**config.mk**
```make
export PLATFORM = sky130hd
export DESIGN_NAME = chip8_instruction_execute
export DESIGN_NICKNAME = d
export VERILOG_FILES = /design/src/rtl/core/c8ie_pkg.sv /design/src/rtl/core/chip8_instruction_execute.sv
export SDC_FILE = /design/constraint.sdc
export NUM_CORES = 1
export LEC_CHECK = 0
export BUFFER_PORTS_ARGS = -buffer_cell sky130_fd_sc_hd__buf_4
export CORE_MARGIN = 2
export CORE_UTILIZATION = 50
export CTS_CLUSTER_DIAMETER = 150
export DETAILED_ROUTE_END_ITERATION = 6
export PLACE_DENSITY = 0.64
export SLEW_MARGIN = 10
export SYNTH_ARGS = -nofsm -noshare
export SYNTH_HDL_FRONTEND = slang
export SYNTH_SLANG_ARGS = --single-unit
```
**constraint.sdc**
```tcl
create_clock -name i_clk -period 5.7 [get_ports i_clk]
set_input_delay 0.57 -clock i_clk [delete_from_list [all_inputs] [get_ports i_clk]]
set_output_delay 0.57 -clock i_clk [all_outputs]
set_load 0.02 [all_outputs]
```
**src/rtl/core/c8ie_pkg.sv**
```systemverilog
// Package for the CHIP-8 instruction execute core: opcode, function and
// status codes, and the status type. Depends on nothing.
package c8ie_pkg;

    typedef logic [1:0] t_status;

    localparam t_status ST_OK        = 2'd0;
    localparam t_status ST_UNSUPP    = 2'd1;
    localparam t_status ST_OVERFLOW  = 2'd2;
    localparam t_status ST_UNDERFLOW = 2'd3;

    // Major opcodes (top nibble of the instruction word).
    localparam logic [3:0] OP_SYS  = 4'h0;
    localparam logic [3:0] OP_JP   = 4'h1;
    localparam logic [3:0] OP_CALL = 4'h2;
    localparam logic [3:0] OP_SE   = 4'h3;
    localparam logic [3:0] OP_SNE  = 4'h4;
    localparam logic [3:0] OP_SEV  = 4'h5;
    localparam logic [3:0] OP_LD   = 4'h6;
    localparam logic [3:0] OP_ADD  = 4'h7;
    localparam logic [3:0] OP_ALU  = 4'h8;
    localparam logic [3:0] OP_SNEV = 4'h9;
    localparam logic [3:0] OP_LDI  = 4'hA;
    localparam logic [3:0] OP_JPV0 = 4'hB;
    localparam logic [3:0] OP_MISC = 4'hF;

    localparam logic [15:0] INS_RET = 16'h00EE;
    localparam logic [11:0] ADDR_MASK = 12'hFFF;

    // ALU function codes (low nibble of 8xyN).
    localparam logic [3:0] ALU_MOV  = 4'h0;
    localparam logic [3:0] ALU_OR   = 4'h1;
    localparam logic [3:0] ALU_AND  = 4'h2;
    localparam logic [3:0] ALU_XOR  = 4'h3;
    localparam logic [3:0] ALU_ADD  = 4'h4;
    localparam logic [3:0] ALU_SUB  = 4'h5;
    localparam logic [3:0] ALU_SHR  = 4'h6;
    localparam logic [3:0] ALU_SUBN = 4'h7;
    localparam logic [3:0] ALU_SHL  = 4'hE;

    // Fx codes (low byte).
    localparam logic [7:0] FX_LD_DT = 8'h07;
    localparam logic [7:0] FX_DT_LD = 8'h15;
    localparam logic [7:0] FX_ST_LD = 8'h18;
    localparam logic [7:0] FX_ADD_I = 8'h1E;

    localparam logic [3:0] REG_VF = 4'hF;
    localparam logic [3:0] REG_V0 = 4'h0;

endpackage

```
**src/rtl/core/chip8_instruction_execute.sv**
```systemverilog
// CHIP-8 instruction execute core: register file, index, pc, return stack
// and timers, one instruction per beat. Depends on c8ie_pkg.
//
//   channel   direction  handshake          payload
//   input     in         i_valid / o_ready  i_instruction
//   result    out        o_valid / i_ready  o_next_pc, o_written_value,
//                                           o_flag_value, o_index_value, o_status
//
// An accepted beat executes against the state from the input register, and its
// result shows in the result register the cycle after. One instruction per cycle
// is sustained unless the result stalls; Vx and Vy are read from the register
// file memory at acceptance, with the executing instruction forwarded.
// Synchronous active-low reset clears the state; pc starts at PROGRAM_START.
// A stalled result holds the input register; o_ready drops only when both hold.
module chip8_instruction_execute #(
    parameter int STACK_DEPTH   = 16,
    parameter int PROGRAM_START = 512
) (
    input  logic                 i_clk,
    input  logic                 i_rst_n,
    input  logic                 i_valid,
    output logic                 o_ready,
    input  logic [15:0]          i_instruction,
    output logic                 o_valid,
    input  logic                 i_ready,
    output logic [11:0]          o_next_pc,
    output logic [7:0]           o_written_value,
    output logic [7:0]           o_flag_value,
    output logic [11:0]          o_index_value,
    output c8ie_pkg::t_status    o_status
);
    import c8ie_pkg::*;

    localparam int SPW = $clog2(STACK_DEPTH + 1);
    localparam int AW  = $clog2(STACK_DEPTH);

    // Input stage.
    logic        r_in_valid;
    logic [15:0] r_instr;
    logic [7:0]  r_vx;
    logic [7:0]  r_vy;

    // Architectural state.
    logic [7:0]     r_regs [16];
    logic [7:0]     r_vf;
    logic [7:0]     r_v0;
    logic [11:0]    r_pc;
    logic [11:0]    r_index;
    logic [7:0]     r_delay;
    logic [7:0]     r_sound;
    logic [SPW-1:0] r_sp;
    logic [11:0]    r_stack [STACK_DEPTH];
    logic [11:0]    r_tos;
    logic [11:0]    r_second;

    // Result stage.
    logic        r_out_valid;
    logic [11:0] r_out_pc;
    logic [7:0]  r_out_wr;
    logic [7:0]  r_out_vf;
    logic [11:0] r_out_index;
    t_status     r_out_status;

    logic        fire;
    logic        accept;
    logic [3:0]  op;
    logic [3:0]  fx;
    logic [3:0]  fn;
    logic [7:0]  kk;
    logic [11:0] nnn;
    logic [11:0] pc2;
    logic [11:0] pc4;
    logic [8:0]  sum9;

    logic        wr_en;
    logic [7:0]  c_wr;
    logic        flag_en;
    logic [7:0]  c_flag;
    t_status     c_status;
    logic [11:0] c_next;
    logic [11:0] c_index;
    logic        push;
    logic        pop;
    logic        delay_we;
    logic        sound_we;
    logic [7:0]  n_vf;

    assign fire    = r_in_valid && (!r_out_valid || i_ready);
    assign o_ready = !r_in_valid || fire;
    assign accept  = i_valid && o_ready;

    assign op   = r_instr[15:12];
    assign fx   = r_instr[11:8];
    assign fn   = r_instr[3:0];
    assign kk   = r_instr[7:0];
    assign nnn  = r_instr[11:0] & ADDR_MASK;
    assign pc2  = r_pc + 12'd2;
    assign pc4  = r_pc + 12'd4;
    assign sum9 = {1'b0, r_vx} + {1'b0, r_vy};

    always_comb begin
        wr_en    = 1'b0;
        c_wr     = 8'd0;
        flag_en  = 1'b0;
        c_flag   = 8'd0;
        c_status = ST_OK;
        c_next   = pc2;
        c_index  = r_index;
        push     = 1'b0;
        pop      = 1'b0;
        delay_we = 1'b0;
        sound_we = 1'b0;
        case (op)
            OP_SYS: begin
                if (r_instr == INS_RET) begin
                    if (r_sp == '0) begin
                        c_status = ST_UNDERFLOW;
                    end else begin
                        pop    = 1'b1;
                        c_next = r_tos;
                    end
                end else begin
                    c_status = ST_UNSUPP;
                end
            end
            OP_JP: c_next = nnn;
            OP_CALL: begin
                if (r_sp >= SPW'(STACK_DEPTH)) begin
                    c_status = ST_OVERFLOW;
                end else begin
                    push   = 1'b1;
                    c_next = nnn;
                end
            end
            OP_SE:  if (r_vx == kk) c_next = pc4;
            OP_SNE: if (r_vx != kk) c_next = pc4;
            OP_SEV: begin
                if (fn != 4'h0) c_status = ST_UNSUPP;
                else if (r_vx == r_vy) c_next = pc4;
            end
            OP_LD: begin
                wr_en = 1'b1;
                c_wr  = kk;
            end
            OP_ADD: begin
                wr_en = 1'b1;
                c_wr  = r_vx + kk;
            end
            OP_ALU: begin
                case (fn)
                    ALU_MOV: begin wr_en = 1'b1; c_wr = r_vy; end
                    ALU_OR:  begin wr_en = 1'b1; c_wr = r_vx | r_vy; end
                    ALU_AND: begin wr_en = 1'b1; c_wr = r_vx & r_vy; end
                    ALU_XOR: begin wr_en = 1'b1; c_wr = r_vx ^ r_vy; end
                    ALU_ADD: begin
                        wr_en   = 1'b1;
                        flag_en = 1'b1;
                        c_wr    = sum9[7:0];
                        c_flag  = {7'd0, sum9[8]};
                    end
                    ALU_SUB: begin
                        wr_en   = 1'b1;
                        flag_en = 1'b1;
                        c_wr    = r_vx - r_vy;
                        c_flag  = {7'd0, r_vx >= r_vy};
                    end
                    ALU_SHR: begin
                        wr_en   = 1'b1;
                        flag_en = 1'b1;
                        c_wr    = {1'b0, r_vx[7:1]};
                        c_flag  = {7'd0, r_vx[0]};
                    end
                    ALU_SUBN: begin
                        wr_en   = 1'b1;
                        flag_en = 1'b1;
                        c_wr    = r_vy - r_vx;
                        c_flag  = {7'd0, r_vy >= r_vx};
                    end
                    ALU_SHL: begin
                        wr_en   = 1'b1;
                        flag_en = 1'b1;
                        c_wr    = {r_vx[6:0], 1'b0};
                        c_flag  = {7'd0, r_vx[7]};
                    end
                    default: c_status = ST_UNSUPP;
                endcase
            end
            OP_SNEV: begin
                if (fn != 4'h0) c_status = ST_UNSUPP;
                else if (r_vx != r_vy) c_next = pc4;
            end
            OP_LDI:  c_index = nnn;
            OP_JPV0: c_next = nnn + {4'd0, r_v0};
            OP_MISC: begin
                case (kk)
                    FX_LD_DT: begin wr_en = 1'b1; c_wr = r_delay; end
                    FX_DT_LD: delay_we = 1'b1;
                    FX_ST_LD: sound_we = 1'b1;
                    FX_ADD_I: c_index = r_index + {4'd0, r_vx};
                    default:  c_status = ST_UNSUPP;
                endcase
            end
            default: c_status = ST_UNSUPP;
        endcase
    end

    // VF lives in its own register; the flag write lands after the result write.
    always_comb begin
        n_vf = r_vf;
        if (fire) begin
            if (flag_en) begin
                n_vf = c_flag;
            end else if (wr_en && fx == REG_VF) begin
                n_vf = c_wr;
            end
        end
    end

    // Register file memory: one write port, two registered read ports that
    // see the result of the instruction executing in the same cycle. The
    // synchronous reset clears every entry.
    always_ff @(posedge i_clk) begin
        if (!i_rst_n) begin
            for (int k = 0; k < 16; k++) begin
                r_regs[k] <= 8'd0;
            end
        end else if (fire && wr_en) begin
            r_regs[fx] <= c_wr;
        end
        if (accept) begin
            if (i_instruction[11:8] == REG_VF) begin
                r_vx <= n_vf;
            end else if (fire && wr_en && fx == i_instruction[11:8]) begin
                r_vx <= c_wr;
            end else begin
                r_vx <= r_regs[i_instruction[11:8]];
            end
            if (i_instruction[7:4] == REG_VF) begin
                r_vy <= n_vf;
            end else if (fire && wr_en && fx == i_instruction[7:4]) begin
                r_vy <= c_wr;
            end else begin
                r_vy <= r_regs[i_instruction[7:4]];
            end
            r_instr <= i_instruction;
        end
    end

    // Return stack memory. The top entry and the one below it are kept in
    // registers so a return needs no same-cycle memory read.
    always_ff @(posedge i_clk) begin
        if (fire && push) begin
            r_stack[r_sp[AW-1:0]] <= pc2;
            r_tos                 <= pc2;
            r_second              <= r_tos;
        end else if (fire && pop) begin
            r_tos    <= r_second;
            r_second <= r_stack[r_sp[AW-1:0] - AW'(3)];
        end
    end

    always_ff @(posedge i_clk) begin
        if (!i_rst_n) begin
            r_in_valid  <= 1'b0;
            r_out_valid <= 1'b0;
            r_vf        <= 8'd0;
            r_v0        <= 8'd0;
            r_pc        <= 12'(PROGRAM_START);
            r_index     <= 12'd0;
            r_delay     <= 8'd0;
            r_sound     <= 8'd0;
            r_sp        <= '0;
        end else begin
            r_in_valid  <= accept || (r_in_valid && !fire);
            r_out_valid <= fire || (r_out_valid && !i_ready);
            r_vf        <= n_vf;
            if (fire) begin
                r_pc    <= c_next;
                r_index <= c_index;
                if (wr_en && fx == REG_V0) r_v0 <= c_wr;
                if (delay_we) r_delay <= r_vx;
                if (sound_we) r_sound <= r_vx;
                if (push) begin
                    r_sp <= r_sp + SPW'(1);
                end else if (pop) begin
                    r_sp <= r_sp - SPW'(1);
                end
            end
        end
    end

    // Result register: loads on every executed beat and holds while the
    // result waits.
    always_ff @(posedge i_clk) begin
        if (fire) begin
            r_out_pc     <= c_next;
            r_out_wr     <= c_wr;
            r_out_vf     <= n_vf;
            r_out_index  <= c_index;
            r_out_status <= c_status;
        end
    end

    assign o_valid         = r_out_valid;
    assign o_next_pc       = r_out_pc;
    assign o_written_value = r_out_wr;
    assign o_flag_value    = r_out_vf;
    assign o_index_value   = r_out_index;
    assign o_status        = r_out_status;

    a_sp_bound: assert property (@(posedge i_clk) disable iff (!i_rst_n)
        r_sp <= SPW'(STACK_DEPTH))
        else $error("stack pointer beyond stack depth");

    a_overflow_hold: assert property (@(posedge i_clk) disable iff (!i_rst_n)
        fire && c_status == ST_OVERFLOW |=> $stable(r_sp))
        else $error("stack pointer moved on overflow");

    a_push_top: assert property (@(posedge i_clk) disable iff (!i_rst_n)
        fire && push |=> r_tos == $past(pc2) && r_pc == $past(nnn))
        else $error("call did not push return address");

    a_ready_stall: assert property (@(posedge i_clk) disable iff (!i_rst_n)
        !o_ready |-> r_in_valid && r_out_valid && !i_ready)
        else $error("input stalled without a stalled result");

endmodule

```
* Word-level counts from Yosys, hierarchy flattened
Memories as Yosys holds them, arrays and structs flattened.
Index checks and enable logic that the tools add are counted.
** Cells by class
- $add $sub $neg :: 11
- $lt $le $gt $ge :: 3
- Eq/ne operators :: 34
- Multiplexer cells :: 58
- Bitwise logic cells :: 3
- Reductions and logical operators :: 36
** Operators with widths (number)
- $mux W12 :: 14
- $pmux W12 S8 :: 1
- $mux W8 :: 9
- $pmux W8 S9 :: 1
- $eq A4 B4 Y1 const B :: 9
- $eq A4 B3 Y1 const B :: 8
- $pmux W8 S4 :: 1
- $add A12 B8 Y12 :: 2
- $eq A8 B5 Y1 const B :: 3
- $pmux W12 S2 :: 1
- $mux W1 :: 22
- $eq A16 B8 Y1 const B :: 1
- $eq A4 B2 Y1 const B :: 4
- $eq A8 B8 Y1 :: 2
- $ge A8 B8 Y1 :: 2
- $ne A8 B8 Y1 :: 2
- $sub A8 B8 Y8 :: 2
- $add A12 B2 Y12 const B :: 1
- $add A12 B3 Y12 const B :: 1
- $logic_not A4 Y1 :: 3
- $pmux W2 S6 :: 1
- $logic_and A1 B1 Y1 :: 11
- $mux W5 :: 2
- $add A8 B8 Y9 :: 1
- 27 further kinds :: 41
** Storage, ports and cells
- Register bits after elaboration :: 153
- Bits in writable memories :: 320
- Input port bits :: 20
- Output and inout port bits :: 44
- Word-level logic and storage cells :: 165
- Memories kept :: 2
** Memory list
- r_stack :: words 16, bits a word 12, rd ports 1, clocked after memory_dff 0, wr ports 1, line chip8_instruction_execute.sv:52 : logic [11:0] r_stack [STACK_DEPTH];
- r_regs :: words 16, bits a word 8, rd ports 2, clocked after memory_dff 0, wr ports 16, line chip8_instruction_execute.sv:44 : logic [7:0] r_regs [16];

* Longest topological paths before layout
Gate-level depths: netlist of the first run.
- Depth in word-level cells :: 10
- Gate-level depth with buffers :: 13
- Depth with buffers taken out :: 11

* Worst setup path before layout of the first run
OpenSTA, ideal clock, no wires.
- Path type :: reg-to-reg
- Start :: reg r_sp[0]
- End :: reg r_sp[1]
- Library setup time :: 0.128 ns
- Data arrival time :: 4.080 ns
- Required time :: 5.572 ns
- Slack :: 1.492 ns
- Stages on the path, launching flop included :: 13
- Path buffers :: 3
- Period minus slack after synthesis :: 4.208 ns
- Path through :: dfxtp_1 -> clkbuf_1 -> buf_1 -> inv_1 -> ha_1 -> or4b_1 -> and4_1 -> and2_1 -> clkbuf_1 -> inv_1 -> a21oi_1 -> mux2i_1 -> nor2_1
** Between the ends
- Cells in the longest elaborated chain, start to end :: 6
- Elaborated cells on any way between the ends :: 13
- Those cells by class :: add/sub (2); order compare (1); mux (7); reduce/logical (3)
** Ends and longest elaborated chain
- start: declaration :: line chip8_instruction_execute.sv:51 : logic [SPW-1:0] r_sp;
- start signal: assignment :: line chip8_instruction_execute.sv:284 : r_sp <= r_sp + SPW'(1);
- start signal: assignment :: line chip8_instruction_execute.sv:286 : r_sp <= r_sp - SPW'(1);
- branches (longest 6 deep; another with $ge A5 B5 Y1)
Several ways; the timed one is not identified. The select of a mux whose other input is x is not followed.
A chain may end at the register's enable or synchronous reset.

* Worst setup path in the final report of the first run
- Start :: reg r_instr[0]
- End :: reg r_vy[4], data pin
** Between the ends
- Elaborated cells on any way between the ends :: 29
- Those cells by class :: add/sub (1); eq/ne (9); mux (13); reduce/logical (6)
** RTL lines
- start: declaration :: line chip8_instruction_execute.sv:39 : logic [15:0] r_instr;
- start signal: assignment :: line chip8_instruction_execute.sv:245 : r_instr <= i_instruction;
- branches (longest 2 deep; another with $add A8 B8 Y8)
- $pmux W8 S4 * :: line chip8_instruction_execute.sv:113 : case (op)
- net c_wr[4] :: line chip8_instruction_execute.sv:76 : logic [7:0] c_wr;
- $mux W8 * :: line chip8_instruction_execute.sv:213 : end else if (wr_en && fx == REG_VF) begin
- $mux W8 * :: line chip8_instruction_execute.sv:211 : if (flag_en) begin
- $mux W8 * :: line chip8_instruction_execute.sv:210 : if (fire) begin
- net n_vf[4] :: line chip8_instruction_execute.sv:86 : logic [7:0] n_vf;
- $mux W8 * :: line chip8_instruction_execute.sv:238 : if (i_instruction[7:4] == REG_VF) begin
- end signal: assignment :: line chip8_instruction_execute.sv:239 : r_vy <= n_vf;
- end signal: assignment :: line chip8_instruction_execute.sv:241 : r_vy <= c_wr;
- end signal: assignment :: line chip8_instruction_execute.sv:243 : r_vy <= r_regs[i_instruction[7:4]];
- end: declaration :: line chip8_instruction_execute.sv:41 : logic [7:0] r_vy;
Mark *: on every way through the listed nets, which the timed path passes.

==> reports/results.md, run 1 <==
| Parameter | This run | Unit |
|---|---|---|
| Status | completed | - |
| Share of Yosys cell area claimed by the top area cell type | 51.4 | % |
| Global placement routability congestion | 0.924 | - |
| Count of state elements after synthesis | 473 | - |
| Initial DRC count | 1998 | - |
| Internal power | 6.10 | mW |
| Post-synth EDFFs | 418 | - |
| Routed met1 length | 29400 | um |
| Detailed-placement wirelength estimate | 45100 | um |
| Average wire length per cell after detail routing | 25.8 | um |
| Final-report max-slew violation count | 0 | - |
| Switching Share | 25.1 | % |
| Cell family with the largest share of critical-path delay | compound AO/OA/AOI/OAI gates | - |
| Die Span Y | 225 | um |
| Max H-tree Level | 2 | - |
| Logic gate share of total power | 11.0 | % |
| Path class of the lowest-slack min-delay path | input port to flip-flop | - |
| Worst-path maximum fanout | 19 | - |
| Arrival time at the worst endpoint | 4540 | ps |
| Number of global-route vias before repair | 16200 | - |
| Worst slack at placement | 1590 | ps |
| Standard cell with the maximum stage delay on the critical path | sky130_fd_sc_hd__o311a_1 | - |
| Standard-cell row count | 81 | - |
| Buffer cell driving the clock tree root | sky130_fd_sc_hd__clkbuf_16 | - |
| Post-route design area | 27300 | sq um |
| Die boundary width | 225 | um |
| Share of the clock period used by the worst path | 73.6 | % |
| Largest buffer count on any clock path | 3 | - |
| Instance area after placement | 25700 | sq um |
| Layout-stage area growth over the synthesis result | 11.8 | % |
| Worst-case headroom to the max-slew limit | 19.4 | % |
| Worst-skew pair later-pin latency | 610 | ps |
| Number of buffers inserted for hold repair after clock tree synthesis | 0 | - |
| Cell accounting for the most synthesized area | sky130_fd_sc_hd__edfxtp_1 | - |
| Count of pins on the block boundary | 64 | - |
| Delay of the slowest critical-path stage | 940 | ps |
| P_leak | 9.58 | nW |
| Buffers on Ports | 63 | - |
| Clock slew seen by the registers of the worst setup and hold paths | 60 | ps |
| Core footprint | 48500 | sq um |
| Final number of setup-violating endpoints | 0 | - |
| Topmost layer with routed signal wires | met4 | - |
| Crit-path cells | buf_4 -> ha_1 -> fa_1 -> a21o_1 -> a21oi_1 -> xnor2_1 -> a222oi_1 -> o311a_1 -> inv_2 -> a22o_1 -> o21a_1 | - |
| Worst supply voltage drop on vdd | 240 | uV |
| Crit path time final | 4190 | ps |
| Area of the die | 50700 | sq um |
| Top FF cell, synth | sky130_fd_sc_hd__edfxtp_1 | - |
| Maximum number of pins on one net before global-route repair | 54 | - |
| Fraction of power consumed by the clock network | 40.4 | % |
| Top cells by area, synth | sky130_fd_sc_hd__edfxtp_1, sky130_fd_sc_hd__mux4_2, sky130_fd_sc_hd__dfxtp_1, sky130_fd_sc_hd__nor2_1, sky130_fd_sc_hd__ha_1 | - |
| CTS tree | done | - |
| Tightest Pin Transition | 1200 | ps |
| Net count reported at finish | 2021 | - |
| Data required time of the critical path | 6050 | ps |
| Critical Setup Path Class | flip-flop to flip-flop | - |
| Setup repair bufs after CTS | 0 | - |
| Mapped Area | 24400 | sq um |
| Final hold violation count | 0 | - |
| Crit. End Element | flip-flop | - |
| Post-Syn Area per Cell | 12.9 | sq um |
| Final WL | 67000 | um |
| Total vias in the final route | 16700 | - |
| Share of post-route cells with drive strength above 1 | 19.9 | % |
| Detail Route met2 WL | 29800 | um |
| Most repeated cell in the gate-level netlist after synthesis | sky130_fd_sc_hd__edfxtp_1 | - |
| Net switching power figure | 2.04 | mW |
| Count of buffering cells on the critical path with inverters included | 2 | - |
| Power density over cell area | 298 | nW/um^2 |
| Timing-limited maximum frequency | 238 | MHz |
| Startpoint Class | flip-flop | - |
| Number of cells produced by synthesis | 1888 | - |
| Synth async-reset ratio | 0 | % |
| Top cells by count, synth | sky130_fd_sc_hd__edfxtp_1, sky130_fd_sc_hd__nor2_1, sky130_fd_sc_hd__mux4_2 | - |
| Initial antenna violation count | 1 | - |
| Post-layout utilization of the core | 56.3 | % |
| Clock skew after layout | 19.3 | ps |
| Fill cell instance count of the final layout | 3892 | - |
| Max capacitance violation total | 0 | - |
| Remaining number of nets flagged by the antenna check after routing | 0 | - |
| Total congestion overflow after global routing | 0 | - |
| PnR worst setup slack | 1510 | ps |
| Initial core utilization | 50.3 | % |
| Distinct cell type count of the synthesized netlist | 93 | - |
| Yosys warns | 0 | - |
| Post-Route Setup TNS | 0 | ps |
| Clock sink count | 473 | - |
| Setup repair after global routing missed its margin | false | - |
| Post-cts gate resize count | 0 | - |
| Final Total Pwr | 8.14 | mW |
| Drt via density | 6.45 | - |
| Drt pass-1 iters | 6 | - |
| Register share of total power | 48.7 | % |
| Remaining DRCs | 0 | - |
| Overall fraction of global-route tracks in use | 26.7 | % |
| Fraction of the yosys area taken by sequential cells | 55.9 | % |
| Global-route wire length before repair | 101000 | um |
| Net Count, Synth | 1979 | - |
| Met3 wire len | 5520 | um |
| Number of buffers created by CTS | 50 | - |
-- stage by stage --
stage,std cells,hold WS (ps)
2_1_floorplan,1888,430
3_3_place_gp,2500,442
3_5_place_dp,2500,451
4_1_cts,2594,136
5_1_grt,2595,145
6_report,2595,153
-- final timing paths --
path,startpoint,to,slack (ps),cells after the start
worst max-delay path,r_instr[0]$_DFFE_PP_,r_vy[4]$_DFFE_PP_,1510,11
worst min-delay path,i_instruction[0],r_instr[0]$_DFFE_PP_,150,1
worst min register to register,r_v0[5]$_SDFFE_PN0P_,r_v0[5]$_SDFFE_PN0P_,460,2
worst max register to register,r_instr[0]$_DFFE_PP_,r_vy[4]$_DFFE_PP_,1510,11
-- flip-flops by register name, summed over array words and instances (netlist names), 8 cells and up --
| register | cells |
|---|---|
| o_written_value | 8 |
| r_vf | 8 |
| r_index | 12 |
| r_regs | 128 |
| o_flag_value | 8 |
| o_next_pc | 12 |
| r_pc | 12 |
| r_v0 | 8 |
| r_second | 12 |
| r_delay | 8 |
| r_vy | 8 |
| r_vx | 8 |
| r_tos | 12 |
| r_instr | 16 |
| o_index_value | 12 |
| r_stack | 192 |
-- layer usage --
metal	global-route usage, %	vias up
met5	0	-
met4	10.2	0
met3	4.32	143
met2	40.0	791
met1	39.4	8415
li1	-	7399
-- worst register-to-register path, stage by stage, from the launching register on --
cell and delay (ps):
sky130_fd_sc_hd__edfxtp_1 660, sky130_fd_sc_hd__buf_4 310, sky130_fd_sc_hd__ha_1 250, sky130_fd_sc_hd__fa_1 410, sky130_fd_sc_hd__a21o_1 170, sky130_fd_sc_hd__a21oi_1 220
sky130_fd_sc_hd__xnor2_1 90, sky130_fd_sc_hd__a222oi_1 330, sky130_fd_sc_hd__o311a_1 940, sky130_fd_sc_hd__inv_2 80, sky130_fd_sc_hd__a22o_1 270, sky130_fd_sc_hd__o21a_1 210
-- layout make-up --
| class | instances | area, sq um | share of cell area [%] |
|---|---|---|---|
| Multi-Input combinational cell | 1226 | 10100 | 37.1 |
| Sequential cell | 473 | 13700 | 50.0 |
| Antenna cell | 1 | 2.50 | 0.00916 |
| Clock inverter | 32 | 300 | 1.10 |
| Inverter | 67 | 253 | 0.925 |
| Timing Repair Buffer | 112 | 841 | 3.08 |
| Tap cell | 622 | 778 | 2.85 |
| Clock buffer | 62 | 1370 | 5.01 |
-- cells by family after synthesis --
kind of cell | count (synthesis) | synth area share, %
AO/OA/AOI/OAI | 385 | 10.9
adder cells (fa/ha/maj) | 71 | 3.85
AND/OR/NAND/NOR | 540 | 10.5
XOR/XNOR | 41 | 1.47
flip-flops | 473 | 55.9
buffers and inverters | 189 | 2.96
multiplexers | 189 | 14.5
-- power groups by stage --
stage / logic [mW] / clock network, mW / registers [mW]
global placement: 0.870 / 0 / 4.03
finish: 0.893 / 3.29 / 3.96
global route: 0.960 / 3.45 / 3.97
CTS: 0.880 / 3.34 / 3.96
detailed placement: 0.876 / 0 / 4.03
floorplan: 0.597 / 0 / 4.00
-- placed cells by master (no fill, tap or decap), types with 12 or more instances in the layout --
cell                        Yosys  routed
sky130_fd_sc_hd__a221o_1       14      14
sky130_fd_sc_hd__xnor2_1       24      22
sky130_fd_sc_hd__nand3_1       41      41
sky130_fd_sc_hd__mux4_2       129     129
sky130_fd_sc_hd__a21o_1        16      16
sky130_fd_sc_hd__o21ai_1       16      14
sky130_fd_sc_hd__xor2_1        17      16
sky130_fd_sc_hd__mux2i_1       34      34
sky130_fd_sc_hd__dfxtp_1       55      54
sky130_fd_sc_hd__clkbuf_16      0      53
sky130_fd_sc_hd__inv_1         64      63
sky130_fd_sc_hd__a31oi_1       12      12
sky130_fd_sc_hd__edfxtp_1     418     418
sky130_fd_sc_hd__a211oi_1      17      17
sky130_fd_sc_hd__a22oi_1       18      18
sky130_fd_sc_hd__o21a_1        17      17
sky130_fd_sc_hd__ha_1          64      63
sky130_fd_sc_hd__nor2_1       227     225
sky130_fd_sc_hd__nand2b_1      16      16
sky130_fd_sc_hd__nand2_1      122     122
sky130_fd_sc_hd__mux2_2        26      26
sky130_fd_sc_hd__buf_4          0     112
sky130_fd_sc_hd__o21ai_0       65      65
sky130_fd_sc_hd__nand4_1       12      12
sky130_fd_sc_hd__nor2b_1       12      12
sky130_fd_sc_hd__a21oi_1       82      81
sky130_fd_sc_hd__o211ai_1      17      17
sky130_fd_sc_hd__o221ai_1      12      12
sky130_fd_sc_hd__nor3_1        31      27
Power figures use the tool's default switching activity.
==> run 2: changes to the inputs <==
ABC_AREA = 1   (was unset)
clock period = 4.29 ns   (was 5.7 ns; I/O delays follow)
==> reports/results.md, run 2 <==
| Parameter | This run | Unit | Delta |
|---|---|---|---|
| Share of Yosys cell area claimed by the top area cell type | 50.5 | % | -0.87 points |
| Post-cts gate resize count | 0 | - | unchanged |
| Overall fraction of global-route tracks in use | 30.0 | % | +3.3 points |
| Final-report max-slew violation count | 0 | - | unchanged |
| Post-Route Setup TNS | 0 | ps | unchanged |
| Die boundary width | 227 | um | +0.85% |
| Post-synth EDFFs | 418 | - | unchanged |
| Share of post-route cells with drive strength above 1 | 9.29 | % | -11 points |
| Global-route wire length before repair | 116000 | um | +15% |
| Core footprint | 49100 | sq um | +1.0% |
| Internal reg-to-reg setup slack | 550 | ps | -950 ps |
| Fraction of the yosys area taken by sequential cells | 54.9 | % | -0.95 points |
| Initial core utilization | 50.7 | % | +0.34 points |
| Area of the die | 51500 | sq um | +1.7% |
| Standard-cell row count | 81 | - | unchanged |
| Largest buffer count on any clock path | 3 | - | unchanged |
| Logic gate share of total power | 11.9 | % | +0.9 points |
| Critical Setup Path Class | flip-flop to flip-flop | - |  |
| Net count reported at finish | 2848 | - | +41% |
| Drt pass-1 iters | 6 | - | unchanged |
| Mapped Area | 24900 | sq um | +1.7% |
| Initial DRC count | 2522 | - | +26% |
| Arrival time at the worst endpoint | 4190 | ps | -350 ps |
| Number of global-route vias before repair | 19200 | - | +19% |
| Fraction of power consumed by the clock network | 39.1 | % | -1.3 points |
| Worst-skew pair later-pin latency | 610 | ps | about the same |
| Clock skew after layout | 13.2 | ps | -6.06 ps |
| Final hold violation count | 0 | - | unchanged |
| Worst Hold Launch | i_instruction[1] | - |  |
| Count of state elements after synthesis | 473 | - | unchanged |
| Number of cells produced by synthesis | 2701 | - | +43% |
| Share of the clock period used by the worst path | 87.1 | % | +14 points |
| Average wire length per cell after detail routing | 22.2 | um | -14% |
| Net switching power figure | 2.85 | mW | +40% |
| CP dominant cell by count | sky130_fd_sc_hd__nor2_1 | - |  |
| Worst flop-to-flop path startpoint | r_vx[3]$_DFFE_PP_ | - |  |
| Worst R2R Path Depth | 14 | - | +3 |
| Standard cell with the maximum stage delay on the critical path | sky130_fd_sc_hd__edfxtp_1 | - |  |
| End point of the most critical hold path | r_instr[1]$_DFFE_PP_ | - |  |
| Max capacitance violation total | 0 | - | unchanged |
| Switching Share | 26.5 | % | +1.5 points |
| Total congestion overflow after global routing | 0 | - | unchanged |
| Commonest cells after routing, fill and taps aside | sky130_fd_sc_hd__nand2_1, sky130_fd_sc_hd__edfxtp_1, sky130_fd_sc_hd__nor2_1 | - |  |
| Internal power | 7.88 | mW | +29% |
| Maximum number of pins on one net before global-route repair | 84 | - | +56% |
| Buffer cell driving the clock tree root | sky130_fd_sc_hd__clkbuf_16 | - |  |
| Final number of setup-violating endpoints | 0 | - | unchanged |
| Count of pins on the block boundary | 64 | - | unchanged |
| Yosys warns | 0 | - | unchanged |
| Number of flip-flops under the largest register name | 192 | - | unchanged |
| Crit path time final | 3740 | ps | -456 ps |
| Max H-tree Level | 2 | - | unchanged |
| Timing-limited maximum frequency | 268 | MHz | +12% |
| Final WL | 76900 | um | +15% |
| Clock sink count | 473 | - | unchanged |
| Worst-path maximum fanout | 10 | - | -9 |
| Setup repair after global routing missed its margin | false | - |  |
| Initial antenna violation count | 3 | - | +2 |
| Global placement routability congestion | 0.939 | - | +1.6% |
| Die Span Y | 227 | um | +0.85% |
| Worst supply voltage drop on vdd | 333 | uV | +39% |
| Top cells by count, synth | sky130_fd_sc_hd__nand2_1, sky130_fd_sc_hd__edfxtp_1, sky130_fd_sc_hd__nor2_1 | - |  |
| Crit. End Element | flip-flop | - |  |
| Delay of the slowest critical-path stage | 570 | ps | -370 ps |
| CTS tree | done | - |  |
| Hold path cells | 1 | - | unchanged |
| Remaining number of nets flagged by the antenna check after routing | 0 | - | unchanged |
| Cell accounting for the most synthesized area | sky130_fd_sc_hd__edfxtp_1 | - |  |
| Setup repair bufs after CTS | 0 | - | unchanged |
| Layout-stage area growth over the synthesis result | 11.6 | % |  |
| Register share of total power | 49.1 | % | +0.4 points |
| Top cells by area, synth | sky130_fd_sc_hd__edfxtp_1, sky130_fd_sc_hd__nand2_1, sky130_fd_sc_hd__o21ai_0, sky130_fd_sc_hd__nor2_1, sky130_fd_sc_hd__dfxtp_1 | - |  |
| Number of buffers created by CTS | 51 | - | +2.0% |
| Most repeated cell in the gate-level netlist after synthesis | sky130_fd_sc_hd__nand2_1 | - |  |
| Fill cell instance count of the final layout | 4451 | - | +14% |
| Crit-path cells | inv_1 -> ha_1 -> nor2_1 -> inv_1 -> o21ai_0 -> o21ai_0 -> a21oi_1 -> nor2_1 -> nand3_1 -> nand2_1 -> nand2_1 -> clkinv_1 -> buf_4 -> nor2_1 | - |  |
| Startpoint Class | flip-flop | - |  |
| Distinct cell type count of the synthesized netlist | 54 | - | -42% |
| Top FF cell, synth | sky130_fd_sc_hd__edfxtp_1 | - |  |
| Net Count, Synth | 2792 | - | +41% |
| Remaining DRCs | 0 | - | unchanged |
| Total vias in the final route | 20400 | - | +22% |
| Data required time of the critical path | 4750 | ps | -1300 ps |
| Worst-case headroom to the max-slew limit | 40.0 | % | +21 points |
| P_leak | 10.9 | nW | +14% |
| Path class of the lowest-slack min-delay path | input port to flip-flop | - |  |
| Status | completed | - |  |
| Post-layout utilization of the core | 56.6 | % | +0.28 points |
| Synth async-reset ratio | 0 | % | unchanged |
| Detailed-placement wirelength estimate | 53000 | um | +17% |
| Drt via density | 5.89 | - | -8.7% |
| Tightest Pin Transition | 900 | ps | -297 ps |
| Clock slew seen by the registers of the worst setup and hold paths | 60 | ps | about the same |
| Buffers on Ports | 63 | - | unchanged |
| Power density over cell area | 386 | nW/um^2 | +30% |
| Post-Syn Area per Cell | 9.20 | sq um | -29% |
| Worst reg2reg endpoint | r_regs[10][4]$_SDFFCE_PN0P_ | - |  |
==> run 2: cell count changes after synthesis, moves of 51 or more <==
cell	before	now
sky130_fd_sc_hd__nand3_1	41	133
sky130_fd_sc_hd__nand2_1	122	419
sky130_fd_sc_hd__a21oi_1	82	156
sky130_fd_sc_hd__mux4_2	129	0
sky130_fd_sc_hd__inv_1	64	270
sky130_fd_sc_hd__nor2_1	227	379
sky130_fd_sc_hd__o211ai_1	17	68
sky130_fd_sc_hd__o21ai_0	65	298
==> run 2: layout make-up <==
class | count | area, sq um | share of cell area [%]
Multi-Input combinational cell | 1802 | 9600 | 34.6
Tap cell | 664 | 831 | 2.99
Antenna cell | 1 | 2.50 | 0.00902
Timing Repair Buffer | 124 | 946 | 3.41
Clock inverter | 21 | 151 | 0.545
Clock buffer | 73 | 1420 | 5.11
Inverter | 305 | 1150 | 4.13
Sequential cell | 473 | 13700 | 49.2
==> run 2: per-layer routing <==
| layer | track usage, % | wire length, um | up-vias |
|---|---|---|---|
| met4 | 9.19 | 2050 | 0 |
| met3 | 4.94 | 6390 | 141 |
| met5 | 0 | 0 | - |
| met2 | 45.8 | 34400 | 915 |
| met1 | 44.0 | 34100 | 9824 |
| li1 | - | - | 9517 |
==> run 2: logic make-up after synthesis <==
kind of cell | synth area share (%)
and+or+nand+nor | 17.3
AOI/OAI and AO/OA | 15.3
DFF | 54.9
buffers and inverters | 6.57
adders and majority gates | 3.78
xor gates and xnor gates | 1.09
muxes | 0.966
==> run 2: worst max-delay path: cells and delay by family (launching register included) <==
family | cells | cell delay (ps)
fa+ha+maj | 1 | 430
flops | 1 | 570
simple gates | 6 | 700
compound gates | 3 | 790
buf+inv | 4 | 1090
==> run 2: metrics by stage <==
| step | instance area, sq um | power, mW | instances | hold WS, ps | setup WS [ps] |
|---|---|---|---|---|---|
| after global placement | 26100 | 6.60 | 3362 | 463 | 519 |
| final | 27800 | 10.7 | 3463 | 27.8 | 553 |
| after floorplan | 24900 | 6.12 | 2701 | 443 | 1360 |
| after global routing | 27800 | 11.1 | 3463 | 12.1 | 250 |
| after CTS | 27800 | 10.8 | 3462 | 8.51 | 587 |
| after detailed placement | 26100 | 6.60 | 3362 | 477 | 619 |
==> run 2: worst max-delay path by stage <==
stage / from / endpoint / depth (start not counted)
floorplan: r_sp[0]$_SDFFE_PN0P_ / r_sp[4]$_SDFFE_PN0P_ / 13
global placement: r_vx[0]$_DFFE_PP_ / r_vx[6]$_DFFE_PP_ / 15
detailed placement: r_vx[3]$_DFFE_PP_ / r_regs[10][4]$_SDFFCE_PN0P_ / 14
CTS: r_vx[3]$_DFFE_PP_ / r_regs[10][4]$_SDFFCE_PN0P_ / 14
global route: r_vx[3]$_DFFE_PP_ / r_regs[10][4]$_SDFFCE_PN0P_ / 14
finish: r_vx[3]$_DFFE_PP_ / r_regs[10][4]$_SDFFCE_PN0P_ / 14
==> run 2: repair_timing <==
item	4_1_cts	5_1_grt
hold endpoints to repair	6	0
endpoints found under the setup margin	0	0
hold buffers	6	0
==> run 2: power by group through the flow <==
| stage | combinational, mW | clock [mW] | sequential (mW) |
|---|---|---|---|
| after floorplan | 0.775 | 0 | 5.34 |
| after global placement | 1.24 | 0 | 5.36 |
| after detailed placement | 1.24 | 0 | 5.36 |
| after CTS | 1.25 | 4.25 | 5.26 |
| after global routing | 1.39 | 4.41 | 5.28 |
| final | 1.27 | 4.19 | 5.27 |
